<file path="src/hw/rtl/lcdw_pkg.sv">
// Package for the LCD text character writer.
// Holds the shared types, codes and constants; depends on nothing.
`timescale 1ns / 1ps

package lcdw_pkg;

  // Controller command bytes.
  localparam logic [7:0] CmdAddrSet = 8'h24;
  localparam logic [7:0] CmdWrite   = 8'hC0;

  // Glyph mapping constants.
  localparam logic [7:0] GlyphOffset = 8'h20;
  localparam logic [7:0] HighChars   = 8'h80;

  // Cursor control characters.
  localparam logic [7:0] ChrNewline = 8'h0A;
  localparam logic [7:0] ChrReturn  = 8'h0D;
  localparam logic [7:0] ChrTab     = 8'h09;

  // Attribute byte codes.
  localparam logic [7:0] AttrRevBlink  = 8'h0D;
  localparam logic [7:0] AttrRev       = 8'h05;
  localparam logic [7:0] AttrBoldBlink = 8'h0F;
  localparam logic [7:0] AttrBold      = 8'h07;
  localparam logic [7:0] AttrBlink     = 8'h08;
  localparam logic [7:0] AttrNone      = 8'h00;

  // Register widths and reset values.
  localparam int unsigned CfgDataW      = 16;
  localparam int unsigned CfgIdxW       = 3;
  localparam logic [7:0]  RowWidthReset = 8'd30;

  // Depth of the queue between the front and the back.
  localparam int unsigned QueueDepthDefault = 2;

  // Configuration register indexes.
  typedef enum logic [CfgIdxW-1:0] {
    RegTextBase   = 3'd0,
    RegAttrBase   = 3'd1,
    RegRowWidth   = 3'd2,
    RegAttrEnable = 3'd3,
    RegReverseOn  = 3'd4,
    RegBlinkOn    = 3'd5,
    RegBoldOn     = 3'd6,
    RegSepAttr    = 3'd7
  } lcdw_reg_e;

  // Byte positions of the emitted sequence.
  typedef enum logic [3:0] {
    StTextLo   = 4'd0,
    StTextHi   = 4'd1,
    StTextSet  = 4'd2,
    StGlyph    = 4'd3,
    StGlyphWr  = 4'd4,
    StAttrLo   = 4'd5,
    StAttrHi   = 4'd6,
    StAttrSet  = 4'd7,
    StAttrByte = 4'd8,
    StAttrWr   = 4'd9,
    StNextLo   = 4'd10,
    StNextHi   = 4'd11,
    StNextSet  = 4'd12
  } lcdw_step_e;

  // One classified character as handed from the front to the back.
  typedef struct packed {
    logic [7:0]  glyph;
    logic [15:0] cell_ofs;
    logic        with_attr;
  } lcdw_cmd_t;

  // Attribute byte from the selected attribute flags.
  function automatic logic [7:0] attr_byte(input logic reverse_on, input logic blink_on,
                                           input logic bold_on);
    logic [7:0] res;
    if (reverse_on) begin
      res = blink_on ? AttrRevBlink : AttrRev;
    end else if (bold_on && blink_on) begin
      res = AttrBoldBlink;
    end else if (bold_on) begin
      res = AttrBold;
    end else if (blink_on) begin
      res = AttrBlink;
    end else begin
      res = AttrNone;
    end
    return res;
  endfunction

endpackage

</file>
<file path="src/hw/rtl/lcdw_front.sv">
// Front end of the LCD text character writer: accepts characters, tracks the cursor
// and queues one command record per printable character. Depends on lcdw_pkg.
`timescale 1ns / 1ps

module lcdw_front (
  input  logic               clk_i,
  input  logic               rst_ni,
  input  logic               push_i,
  output logic               full_o,
  input  logic [7:0]         char_code_i,
  input  logic [7:0]         row_width_i,
  input  logic               attr_on_i,
  output logic               q_push_o,
  output lcdw_pkg::lcdw_cmd_t q_data_o,
  input  logic               q_full_i
);
  import lcdw_pkg::*;

  logic [7:0]  col_q, col_d;
  logic [7:0]  row_q, row_d;
  logic        accept;
  logic        wrap;
  logic [7:0]  col_eff;
  logic [7:0]  row_eff;
  logic [15:0] cell_ofs;
  logic [8:0]  tab_col;
  logic        is_ctrl;

  assign full_o = q_full_i;
  assign accept = push_i && !q_full_i;

  // Wrap to the next row when the column has reached the row width.
  assign wrap     = (col_q >= row_width_i);
  assign col_eff  = wrap ? 8'd0 : col_q;
  assign row_eff  = wrap ? (row_q + 8'd1) : row_q;
  assign cell_ofs = (16'(row_eff) * 16'(row_width_i)) + 16'(col_eff);
  assign tab_col  = {1'b0, col_q} + 9'd3;
  assign is_ctrl  = (char_code_i == ChrNewline) || (char_code_i == ChrReturn) ||
                    (char_code_i == ChrTab);

  // Command record for a printable character.
  always_comb begin
    q_data_o.glyph     = (char_code_i >= HighChars) ? char_code_i
                                                    : (char_code_i - GlyphOffset);
    q_data_o.cell_ofs  = cell_ofs;
    q_data_o.with_attr = attr_on_i;
  end

  assign q_push_o = accept && !is_ctrl;

  // Cursor update for each accepted character.
  always_comb begin
    col_d = col_q;
    row_d = row_q;
    if (accept) begin
      if (char_code_i == ChrNewline) begin
        col_d = 8'd0;
        row_d = row_q + 8'd1;
      end else if (char_code_i == ChrReturn) begin
        col_d = 8'd0;
      end else if (char_code_i == ChrTab) begin
        if (tab_col < {1'b0, row_width_i}) begin
          col_d = tab_col[7:0];
        end
      end else begin
        col_d = col_eff + 8'd1;
        row_d = row_eff;
      end
    end
  end

  always_ff @(posedge clk_i or negedge rst_ni) begin
    if (!rst_ni) begin
      col_q <= 8'd0;
      row_q <= 8'd0;
    end else begin
      col_q <= col_d;
      row_q <= row_d;
    end
  end

endmodule

</file>
<file path="src/hw/rtl/lcdw_queue.sv">
// Short queue of command records between the front and the back.
// Depends on lcdw_pkg.
`timescale 1ns / 1ps

module lcdw_queue #(
  parameter int unsigned Depth = lcdw_pkg::QueueDepthDefault
) (
  input  logic                clk_i,
  input  logic                rst_ni,
  input  logic                push_i,
  input  lcdw_pkg::lcdw_cmd_t wdata_i,
  output logic                full_o,
  input  logic                pop_i,
  output lcdw_pkg::lcdw_cmd_t rdata_o,
  output logic                empty_o
);
  import lcdw_pkg::*;

  localparam int unsigned AddrW = (Depth > 1) ? $clog2(Depth) : 1;
  localparam int unsigned CntW  = $clog2(Depth + 1);

  lcdw_cmd_t         mem_q [Depth];
  logic [AddrW-1:0]  wptr_q, wptr_d;
  logic [AddrW-1:0]  rptr_q, rptr_d;
  logic [CntW-1:0]   cnt_q, cnt_d;
  logic              do_push;
  logic              do_pop;

  assign full_o  = (cnt_q == CntW'(Depth));
  assign empty_o = (cnt_q == '0);
  assign do_push = push_i && !full_o;
  assign do_pop  = pop_i && !empty_o;
  assign rdata_o = mem_q[rptr_q];

  // Pointer and fill count update.
  always_comb begin
    wptr_d = wptr_q;
    rptr_d = rptr_q;
    cnt_d  = cnt_q;
    if (do_push) begin
      wptr_d = (wptr_q == AddrW'(Depth - 1)) ? '0 : (wptr_q + AddrW'(1));
    end
    if (do_pop) begin
      rptr_d = (rptr_q == AddrW'(Depth - 1)) ? '0 : (rptr_q + AddrW'(1));
    end
    if (do_push && !do_pop) begin
      cnt_d = cnt_q + CntW'(1);
    end else if (do_pop && !do_push) begin
      cnt_d = cnt_q - CntW'(1);
    end
  end

  always_ff @(posedge clk_i or negedge rst_ni) begin
    if (!rst_ni) begin
      wptr_q <= '0;
      rptr_q <= '0;
      cnt_q  <= '0;
    end else begin
      wptr_q <= wptr_d;
      rptr_q <= rptr_d;
      cnt_q  <= cnt_d;
    end
  end

  // Storage write.
  always_ff @(posedge clk_i) begin
    if (do_push) begin
      mem_q[wptr_q] <= wdata_i;
    end
  end

endmodule

</file>
<file path="src/hw/rtl/lcdw_back.sv">
// Back end of the LCD text character writer: walks each command record through
// its bus byte sequence into an output register. Depends on lcdw_pkg.
`timescale 1ns / 1ps

module lcdw_back (
  input  logic                clk_i,
  input  logic                rst_ni,
  input  lcdw_pkg::lcdw_cmd_t q_data_i,
  input  logic                q_empty_i,
  output logic                q_pop_o,
  input  logic [15:0]         text_base_i,
  input  logic [15:0]         attr_base_i,
  input  logic [7:0]          row_width_i,
  input  logic [7:0]          attr_byte_i,
  output logic                empty_o,
  input  logic                pop_i,
  output logic [7:0]          bus_byte_o,
  output logic                is_command_o,
  output logic                last_o
);
  import lcdw_pkg::*;

  lcdw_step_e  step_q, step_d;
  logic        valid_q, valid_d;
  logic [7:0]  byte_q, byte_d;
  logic        cmd_q, cmd_d;
  logic        last_q, last_d;
  logic        advance;
  logic [15:0] text_addr;
  logic [15:0] attr_addr;
  logic [15:0] next_addr;
  logic [7:0]  cur_byte;
  logic        cur_cmd;
  logic        cur_last;

  assign empty_o      = !valid_q;
  assign bus_byte_o   = byte_q;
  assign is_command_o = cmd_q;
  assign last_o       = last_q;

  // Move a byte forward when a record waits and the output slot is free.
  assign advance = !q_empty_i && (!valid_q || pop_i);

  assign text_addr = text_base_i + q_data_i.cell_ofs;
  assign attr_addr = attr_base_i + q_data_i.cell_ofs;
  assign next_addr = attr_addr + 16'(row_width_i);

  // Byte decoder for the current step.
  always_comb begin
    cur_byte = 8'd0;
    cur_cmd  = 1'b0;
    cur_last = 1'b0;
    unique case (step_q)
      StTextLo:   cur_byte = text_addr[7:0];
      StTextHi:   cur_byte = text_addr[15:8];
      StTextSet:  begin
        cur_byte = CmdAddrSet;
        cur_cmd  = 1'b1;
      end
      StGlyph:    cur_byte = q_data_i.glyph;
      StGlyphWr:  begin
        cur_byte = CmdWrite;
        cur_cmd  = 1'b1;
        cur_last = !q_data_i.with_attr;
      end
      StAttrLo:   cur_byte = attr_addr[7:0];
      StAttrHi:   cur_byte = attr_addr[15:8];
      StAttrSet:  begin
        cur_byte = CmdAddrSet;
        cur_cmd  = 1'b1;
      end
      StAttrByte: cur_byte = attr_byte_i;
      StAttrWr:   begin
        cur_byte = CmdWrite;
        cur_cmd  = 1'b1;
      end
      StNextLo:   cur_byte = next_addr[7:0];
      StNextHi:   cur_byte = next_addr[15:8];
      StNextSet:  begin
        cur_byte = CmdAddrSet;
        cur_cmd  = 1'b1;
        cur_last = 1'b1;
      end
      default:    cur_last = 1'b1;
    endcase
  end

  assign q_pop_o = advance && cur_last;

  // Step sequencer and output register.
  always_comb begin
    step_d  = step_q;
    valid_d = valid_q;
    byte_d  = byte_q;
    cmd_d   = cmd_q;
    last_d  = last_q;
    if (advance) begin
      valid_d = 1'b1;
      byte_d  = cur_byte;
      cmd_d   = cur_cmd;
      last_d  = cur_last;
      step_d  = cur_last ? StTextLo : lcdw_step_e'(step_q + 4'd1);
    end else if (pop_i) begin
      valid_d = 1'b0;
    end
  end

  always_ff @(posedge clk_i or negedge rst_ni) begin
    if (!rst_ni) begin
      step_q  <= StTextLo;
      valid_q <= 1'b0;
    end else begin
      step_q  <= step_d;
      valid_q <= valid_d;
    end
  end

  always_ff @(posedge clk_i) begin
    byte_q <= byte_d;
    cmd_q  <= cmd_d;
    last_q <= last_d;
  end

endmodule

</file>
<file path="src/hw/rtl/lcd_text_char_command_writer_unit.sv">
// Top level of the LCD text character writer: configuration registers, front end,
// record queue and byte sequencer. Depends on lcdw_pkg, lcdw_front, lcdw_queue, lcdw_back.
`timescale 1ns / 1ps

// Each printable character becomes 5 bus bytes, or 13 when attributes are written
// with it; the byte sequencer delivers one byte per cycle unless a held output
// byte has not been popped. Newline, return and tab only move the cursor and are
// taken without output. The front accepts characters into a short record queue
// while earlier ones are still being sent, and full rises only when that queue is
// full. Write the configuration registers only while idle.
module lcd_text_char_command_writer_unit #(
  parameter int unsigned QueueDepth = lcdw_pkg::QueueDepthDefault
) (
  input  logic                          clk_i,
  input  logic                          rst_ni,
  input  logic                          cfg_we_i,
  input  logic [lcdw_pkg::CfgIdxW-1:0]  cfg_idx_i,
  input  logic [lcdw_pkg::CfgDataW-1:0] cfg_data_i,
  input  logic                          push,
  output logic                          full,
  input  logic [7:0]                    char_code_i,
  output logic                          empty,
  input  logic                          pop,
  output logic [7:0]                    bus_byte_o,
  output logic                          is_command_o,
  output logic                          last_o
);
  import lcdw_pkg::*;

  logic [15:0] text_base_q;
  logic [15:0] attr_base_q;
  logic [7:0]  row_width_q;
  logic        attr_enable_q;
  logic        reverse_on_q;
  logic        blink_on_q;
  logic        bold_on_q;
  logic        sep_attr_q;
  logic [7:0]  attr_byte_val;

  lcdw_cmd_t   fq_data;
  logic        fq_push;
  logic        fq_full;
  lcdw_cmd_t   bq_data;
  logic        bq_empty;
  logic        bq_pop;

  // Configuration register writes.
  always_ff @(posedge clk_i or negedge rst_ni) begin
    if (!rst_ni) begin
      text_base_q   <= 16'd0;
      attr_base_q   <= 16'd0;
      row_width_q   <= RowWidthReset;
      attr_enable_q <= 1'b0;
      reverse_on_q  <= 1'b0;
      blink_on_q    <= 1'b0;
      bold_on_q     <= 1'b0;
      sep_attr_q    <= 1'b0;
    end else if (cfg_we_i) begin
      unique case (lcdw_reg_e'(cfg_idx_i))
        RegTextBase:   text_base_q   <= cfg_data_i;
        RegAttrBase:   attr_base_q   <= cfg_data_i;
        RegRowWidth:   row_width_q   <= cfg_data_i[7:0];
        RegAttrEnable: attr_enable_q <= cfg_data_i[0];
        RegReverseOn:  reverse_on_q  <= cfg_data_i[0];
        RegBlinkOn:    blink_on_q    <= cfg_data_i[0];
        RegBoldOn:     bold_on_q     <= cfg_data_i[0];
        RegSepAttr:    sep_attr_q    <= cfg_data_i[0];
        default:       ;
      endcase
    end
  end

  assign attr_byte_val = attr_byte(reverse_on_q, blink_on_q, bold_on_q);

  // Character intake and cursor tracking.
  lcdw_front u_front (
    .clk_i       (clk_i),
    .rst_ni      (rst_ni),
    .push_i      (push),
    .full_o      (full),
    .char_code_i (char_code_i),
    .row_width_i (row_width_q),
    .attr_on_i   (attr_enable_q && !sep_attr_q),
    .q_push_o    (fq_push),
    .q_data_o    (fq_data),
    .q_full_i    (fq_full)
  );

  // Record queue between the two halves.
  lcdw_queue #(
    .Depth (QueueDepth)
  ) u_queue (
    .clk_i   (clk_i),
    .rst_ni  (rst_ni),
    .push_i  (fq_push),
    .wdata_i (fq_data),
    .full_o  (fq_full),
    .pop_i   (bq_pop),
    .rdata_o (bq_data),
    .empty_o (bq_empty)
  );

  // Bus byte sequencer.
  lcdw_back u_back (
    .clk_i        (clk_i),
    .rst_ni       (rst_ni),
    .q_data_i     (bq_data),
    .q_empty_i    (bq_empty),
    .q_pop_o      (bq_pop),
    .text_base_i  (text_base_q),
    .attr_base_i  (attr_base_q),
    .row_width_i  (row_width_q),
    .attr_byte_i  (attr_byte_val),
    .empty_o      (empty),
    .pop_i        (pop),
    .bus_byte_o   (bus_byte_o),
    .is_command_o (is_command_o),
    .last_o       (last_o)
  );

endmodule
</file>
<file path="config.mk">
export PLATFORM = sky130hd
export DESIGN_NAME = lcd_text_char_command_writer_unit
export DESIGN_NICKNAME = d
export VERILOG_FILES = /design/src/hw/rtl/lcdw_pkg.sv /design/src/hw/rtl/lcdw_front.sv /design/src/hw/rtl/lcdw_queue.sv /design/src/hw/rtl/lcdw_back.sv /design/src/hw/rtl/lcd_text_char_command_writer_unit.sv
export SDC_FILE = /design/constraint.sdc
export NUM_CORES = 1
export LEC_CHECK = 0
export BUFFER_PORTS_ARGS = -buffer_cell sky130_fd_sc_hd__buf_2
export CAP_MARGIN = 5
export CELL_PAD_IN_SITES_DETAIL_PLACEMENT = 1
export CELL_PAD_IN_SITES_GLOBAL_PLACEMENT = 2
export CORE_ASPECT_RATIO = 1.2
export CORE_MARGIN = 5
export CORE_UTILIZATION = 42
export DETAILED_ROUTE_END_ITERATION = 10
export PLACE_DENSITY_LB_ADDON = 0.08
export SYNTH_ARGS = -nofsm -noshare
export SYNTH_HDL_FRONTEND = slang
export SYNTH_SLANG_ARGS = --single-unit
</file>
<file path="constraint.sdc">
create_clock -name clk_i -period 7.62 [get_ports clk_i]
set_clock_uncertainty 0.15 [all_clocks]
set_input_delay 1.524 -clock clk_i [delete_from_list [all_inputs] [get_ports clk_i]]
set_output_delay 1.524 -clock clk_i [all_outputs]
set_load 0.1 [all_outputs]
</file>
==> Yosys cells after proc, flatten, opt, wreduce, memory -nomap -nowiden <==
Memories as Yosys holds them, arrays and structs flattened.
Cells that the tools add are included.
{ "word_totals": {"ff_bits": 80, "ram_bits": 50, "in_bits": 32, "out_inout_bits": 12, "memories": 1} }
{ "classes": {"n_addsub": 13, "multipliers": 1, "order_cmp": 3, "n_eq_ne": 26, "mux": 27, "reduce_logical": 40} }
{ "mem_list": {"columns": ["memory", "depth", "word_bits", "read_ports", "rd_ports_with_merged_regs", "write_ports", "line_no", "source"], "rows": [
  ["u_queue.mem_q", 2, 25, 1, 0, 1, "lcdw_queue.sv:22", "lcdw_cmd_t mem_q [Depth];"]
]} }
{ "ops": {"columns": ["cell", "count"], "rows": [
  ["8-bit two-way mux", 10],
  ["8-bit one-hot mux with 10 select lines", 1],
  ["16-bit adder", 2],
  ["16-bit by 8-bit adder with 16-bit output", 2],
  ["8-bit by 4-bit == test with 1-bit output (second input constant)", 3],
  ["4-bit two-way mux", 6],
  ["4-bit == test (second input constant)", 5],
  ["2-bit AND reduction", 9],
  ["8-bit by 1-bit adder with 8-bit output (second input constant)", 2],
  ["4-bit by 3-bit == test with 1-bit output (second input constant)", 4],
  ["8-bit by 8-bit multiplier with 16-bit output", 1],
  ["3-bit == test (second input constant)", 4],
  ["11-bit OR reduction", 1],
  ["1-bit logical AND", 10],
  ["8-bit by 2-bit adder with 9-bit output (second input constant)", 1],
  ["9-bit by 8-bit < comparator with 1-bit output", 1],
  ["4-bit by 2-bit == test with 1-bit output (second input constant)", 2],
  ["8-bit >= comparator", 1],
  ["8-bit >= comparator (second input constant)", 1],
  ["1-bit logical NOT", 8],
  ["8-bit by 6-bit subtractor with 8-bit output (second input constant)", 1],
  ["1-bit two-way mux", 7],
  ["3-bit by 2-bit == test with 1-bit output (second input constant)", 2],
  ["5-bit OR reduction", 1],
  ["19 further kinds", 25]
]} }

==> Depth between registers and ports, before layout <==
{ "depth": {"ltp_word": 10, "mapped_depth": 28, "ltp_nobuf": 27} }

==> Cells and area by module <==
A second synthesis with hierarchy kept.
{ "hier_totals": {"hier_cells": 1112, "area_unflattened_um2": 11428.5} }
{ "by_module_without_submodules": {"columns": ["mod", "n_inst", "cells_each", "area_each_um2", "seq_area_each_um2"], "rows": [
  ["lcdw_front", 1, 488, 4169.0, 400.4],
  ["lcdw_back", 1, 420, 3330.7, 425.4],
  ["lcdw_queue", 1, 97, 2102.0, 1601.5],
  ["lcd_text_char_command_writer_unit", 1, 107, 1826.8, 1131.1]
]} }

==> Worst setup path before layout <==
OpenSTA, ideal clock, no wires.
{ "synth_timing": {"path_kind": "flip-flop to flip-flop", "start": "register row_width_q[1]", "end": "memory u_queue.mem_q[0][14] (netlist name), data pin", "arrival_ns": 6.065, "path_slack_ns": 1.143, "stages_incl_launch_ff": 28, "period_less_slack_ns": 6.477, "path_cell_list": "dfstp_2 > clkbuf_1 > inv_1 > ha_1 > a21o_1 > a21o_1 > a21oi_1 > o21ai_1 > clkbuf_1 > nand2_1 > xnor2_1 > nand2_1 > fa_1 > inv_1 > fa_1 > ha_1 > inv_1 > fa_1 > inv_1 > fa_1 > a21o_1 > a21oi_1 > nor2b_1 > o211ai_1 > nand2_1 > a41oi_1 > nor2b_1 > xnor2_1"} }
{ "synth_rtl": {"columns": ["element", "line_no", "source"], "rows": [
  ["start, declared", "lcd_text_char_command_writer_unit.sv:32", "logic [7:0] row_width_q;"],
  ["start signal, assigned", "lcd_text_char_command_writer_unit.sv:52", "row_width_q <= RowWidthReset;"],
  ["start signal, assigned", "lcd_text_char_command_writer_unit.sv:62", "RegRowWidth: row_width_q <= cfg_data_i[7:0];"],
  ["end, declared", "lcdw_queue.sv:22", null]
]} }

==> impl_metrics.py <==
metrics = {
    "cts": {
        "clk_latency_ns": 0.43,
        "ctsResizeCount": 0,
        "cts_root_buf": "clkbuf_16",
        "cts_sinks": 130,
        "clock_path_buffers": 2,
        "cts_setup_buffers": 0,
        "cts_max_level": 4,
        "cts_buffers": 17,
        "cts_tree": "built",
        "clk_transition_reported_paths_ns": 0.07,
        "ctsHoldBuffers": 0,
    },
    "sta": {
        "grt_setup_unrepaired": "false",
        "fin_setup_tns_ns": 0,
        "fmax_mhz": 149,
        "period_needed_ns": 6.71,
        "drv_slew": 0,
        "worst_pin_slew_ns": 1.15,
        "hold_viol": 0,
        "finalSetupViolCount": 0,
        "fin_crit_sh_pct": 88.0,
        "max_slew_margin_pct": 23.2,
    },
    "run_status": {
        "status": "complete, no violations",
    },
    "synthesis": {
        "synth_seq_area_share_pct": 33.3,
        "syn_nets": 1248,
        "synth.avg_cell_area_um2": 9.98,
        "syn_area_mm2": 0.0107,
        "synth_cells": 1070,
        "yosys_warnings": 0,
        "synth_top_flop_cell": "dfrtp_1",
        "ys_ff_latch": 130,
        "synthArstFlopShare_pct": 53.8,
        "synth_edf_count": 60,
        "synth_cell_types": 79,
    },
    "grt": {
        "grt_pass1_wl_um": 49100,
        "grt_max_degree": 59,
        "grt_pass1_vias": 8917,
        "grt-ovfl-total": 0,
        "grt_util_all_layers_pct": 22.1,
        "antenna_found_initial": 0,
    },
    "setup_path": {
        "crit_type": "flip-flop to flip-flop",
        "worst-path-max-fanout": 9,
        "end_kind": "flip-flop",
        "cp.arrival_ns": 6.72,
        "crit_required_ns": 7.64,
        "startpoint_type": "flip-flop",
    },
    "routing": {
        "drc": 0,
        "dr.pass1.iters": 4,
        "viasPerCell": 5.56,
        "drt-wirelength-per-cell_um": 20.7,
        "drt_iter0_markers": 291,
        "final_antenna_net_count": 0,
        "num_vias": 8128,
        "totalWireLength_um": 30200,
    },
    "final_layout": {
        "fin_nets": 1296,
        "drive_above_1_share_pct": 15.3,
        "antenna_cells": 0,
        "register_area_mm2": 0.00356,
        "fillCellCount": 2916,
        "multiInputGateArea_mm2": 0.00666,
        "syn_to_final_growth_pct": 11.6,
        "final_cells": 1461,
    },
    "place": {
        "io_buffers": 43,
        "hpwlAfterDp_um": 24200,
        "gp_congestion": 0.821,
        "place_inst": 1429,
    },
    "die": {
        "initial_core_util_pct": 42.2,
        "ios": 44,
        "dieArea_mm2": 0.0287,
        "fp.dieW_um": 156,
        "die_h_um": 185,
        "row_count": 64,
        "core_area_mm2": 0.0253,
    },
    "job": {
        "max-cap-violations": 0,
    },
    "min_path": {
        "holdCritPathClass": "flip-flop to flip-flop",
    },
}
==> synth_stat cells (9+ instances only) <==
cell / n / share of area (%)
mux2_2: 55 / 5.8
nand2_1: 92 / 3.2
a21o_1: 16 / 1.1
nor2b_1: 13 / 0.76
ha_1: 99 / 12
fa_1: 47 / 8.8
dfrtp_1: 66 / 15
o21ai_0: 43 / 2.0
and2_1: 26 / 1.5
nand3_1: 24 / 1.1
a21oi_1: 44 / 2.1
inv_1: 88 / 3.1
mux2i_1: 13 / 1.2
clkbuf_1: 23 / 0.81
edfxtp_1: 60 / 17
nor2_1: 71 / 2.5
and3_1: 9 / 0.53
nand4_1: 11 / 0.64
xor2_1: 25 / 2.1
nand2b_1: 15 / 0.88
o211ai_1: 11 / 0.77
xnor2_1: 50 / 4.1
o21a_1: 9 / 0.63
nor3_1: 14 / 0.66
==> kinds of logic (layout without fill, tap and decap cells) <==
kind of cell             after synthesis  in the layout  share of synthesized area, %
flip-flops                           130            130                          33.3
AO/OA/AOI/OAI                        215            215                          13.8
buffers and inverters                123            184                          4.54
multiplexers                          68             68                          7.02
XOR/XNOR                              75             75                          6.15
AND/OR/NAND/NOR                      312            312                          14.6
adder cells (fa/ha/maj)              147            147                          20.5
==> worst max-delay path, cell delays in order, from the launching register on <==
cell      delay (ns)
dfstp_2         0.64
inv_1           0.15
ha_1            0.30
a21o_1          0.11
a21o_1          0.11
a21oi_1         0.07
o21ai_1         0.51
nand2_1         0.21
xnor2_1         0.29
nand2_1         0.12
fa_1            0.54
inv_1           0.05
fa_1            0.45
ha_1            0.29
inv_1           0.05
fa_1            0.53
inv_1           0.07
fa_1            0.46
a21o_1          0.18
a21oi_1         0.21
nor2b_1         0.10
o211ai_1        0.17
nand2_1         0.11
a41oi_1         0.25
nor2b_1         0.20
xnor2_1         0.10
==> registers in the layout, indices dropped and copies added (netlist names), 2 cells and up <==
signal and flops:
u_queue.cnt_q 2, text_base_q 16, u_front.row_q 8, u_front.col_q 8, row_width_q 8, u_queue.mem_q 50, u_back.bus_byte_o 8, attr_base_q 16
u_back.step_q 4
==> routing by layer <==
layer  track usage [%]  share of wire [%]
met1              26.7                 42
met2              40.4                 53
met3              2.77                2.2
met4              7.74                2.8
met5                 0                  0
==> metrics by stage <==
| step | hold WS [ns] | utilization, % | worst slack [ns] | area, um2 |
|---|---|---|---|---|
| final | 0.360 | 47.1 | 0.914 | 11900 |
| after global routing | 0.377 | 47.1 | 0.447 | 11900 |
| after CTS | 0.361 | 47.1 | 0.893 | 11900 |
| after detailed placement | 0.346 | 44.8 | 0.924 | 11300 |
| after global placement | 0.332 | 44.8 | 1.05 | 11300 |
| after floorplan | 0.305 | - | 1.14 | 10700 |
==> cells in the final DEF (no fill, tap or decap), types with 24 or more instances in the layout <==
cell      Yosys  final
xor2_1       25     25
inv_1        88     88
mux2_2       55     55
buf_2         5     42
nand3_1      24     24
ha_1         99     99
a21oi_1      44     44
nor2_1       71     71
nand2_1      92     92
o21ai_0      43     43
dfrtp_1      66     66
fa_1         47     47
xnor2_1      50     50
edfxtp_1     60     60
and2_1       26     26
==> layout make-up <==
type / instances / area share [%]
tap: 330 / 3.47
multi-input combinational: 817 / 55.9
timing repair buffer: 64 / 3.15
clock buffer: 18 / 3.60
sequential: 130 / 29.9
clock inverter: 14 / 1.28
inverter: 88 / 2.77
==> worst paths after layout <==
path | start | to | slack (ns) | cells after the start
setup / recovery | row_width_q[1]$_DFFE_PN1P_ | u_queue.mem_q[0][14]$_DFFE_PP_ | 0.91 | 25
hold / removal | attr_enable_q$_DFFE_PN0P_ | attr_enable_q$_DFFE_PN0P_ | 0.36 | 1
setup reg to reg | row_width_q[1]$_DFFE_PN1P_ | u_queue.mem_q[0][14]$_DFFE_PP_ | 0.91 | 25
hold reg to reg | attr_enable_q$_DFFE_PN0P_ | attr_enable_q$_DFFE_PN0P_ | 0.36 | 1
max in group asynchronous | rst_ni | attr_base_q[10]$_DFFE_PN0P_ | 5.44 | 2
min in group asynchronous | rst_ni | u_back.step_q[0]$_DFFE_PN0P_ | 0.79 | 1
Power is not shown: default switching activity piles up to over one toggle a cycle in this logic, so the estimate is an artifact.
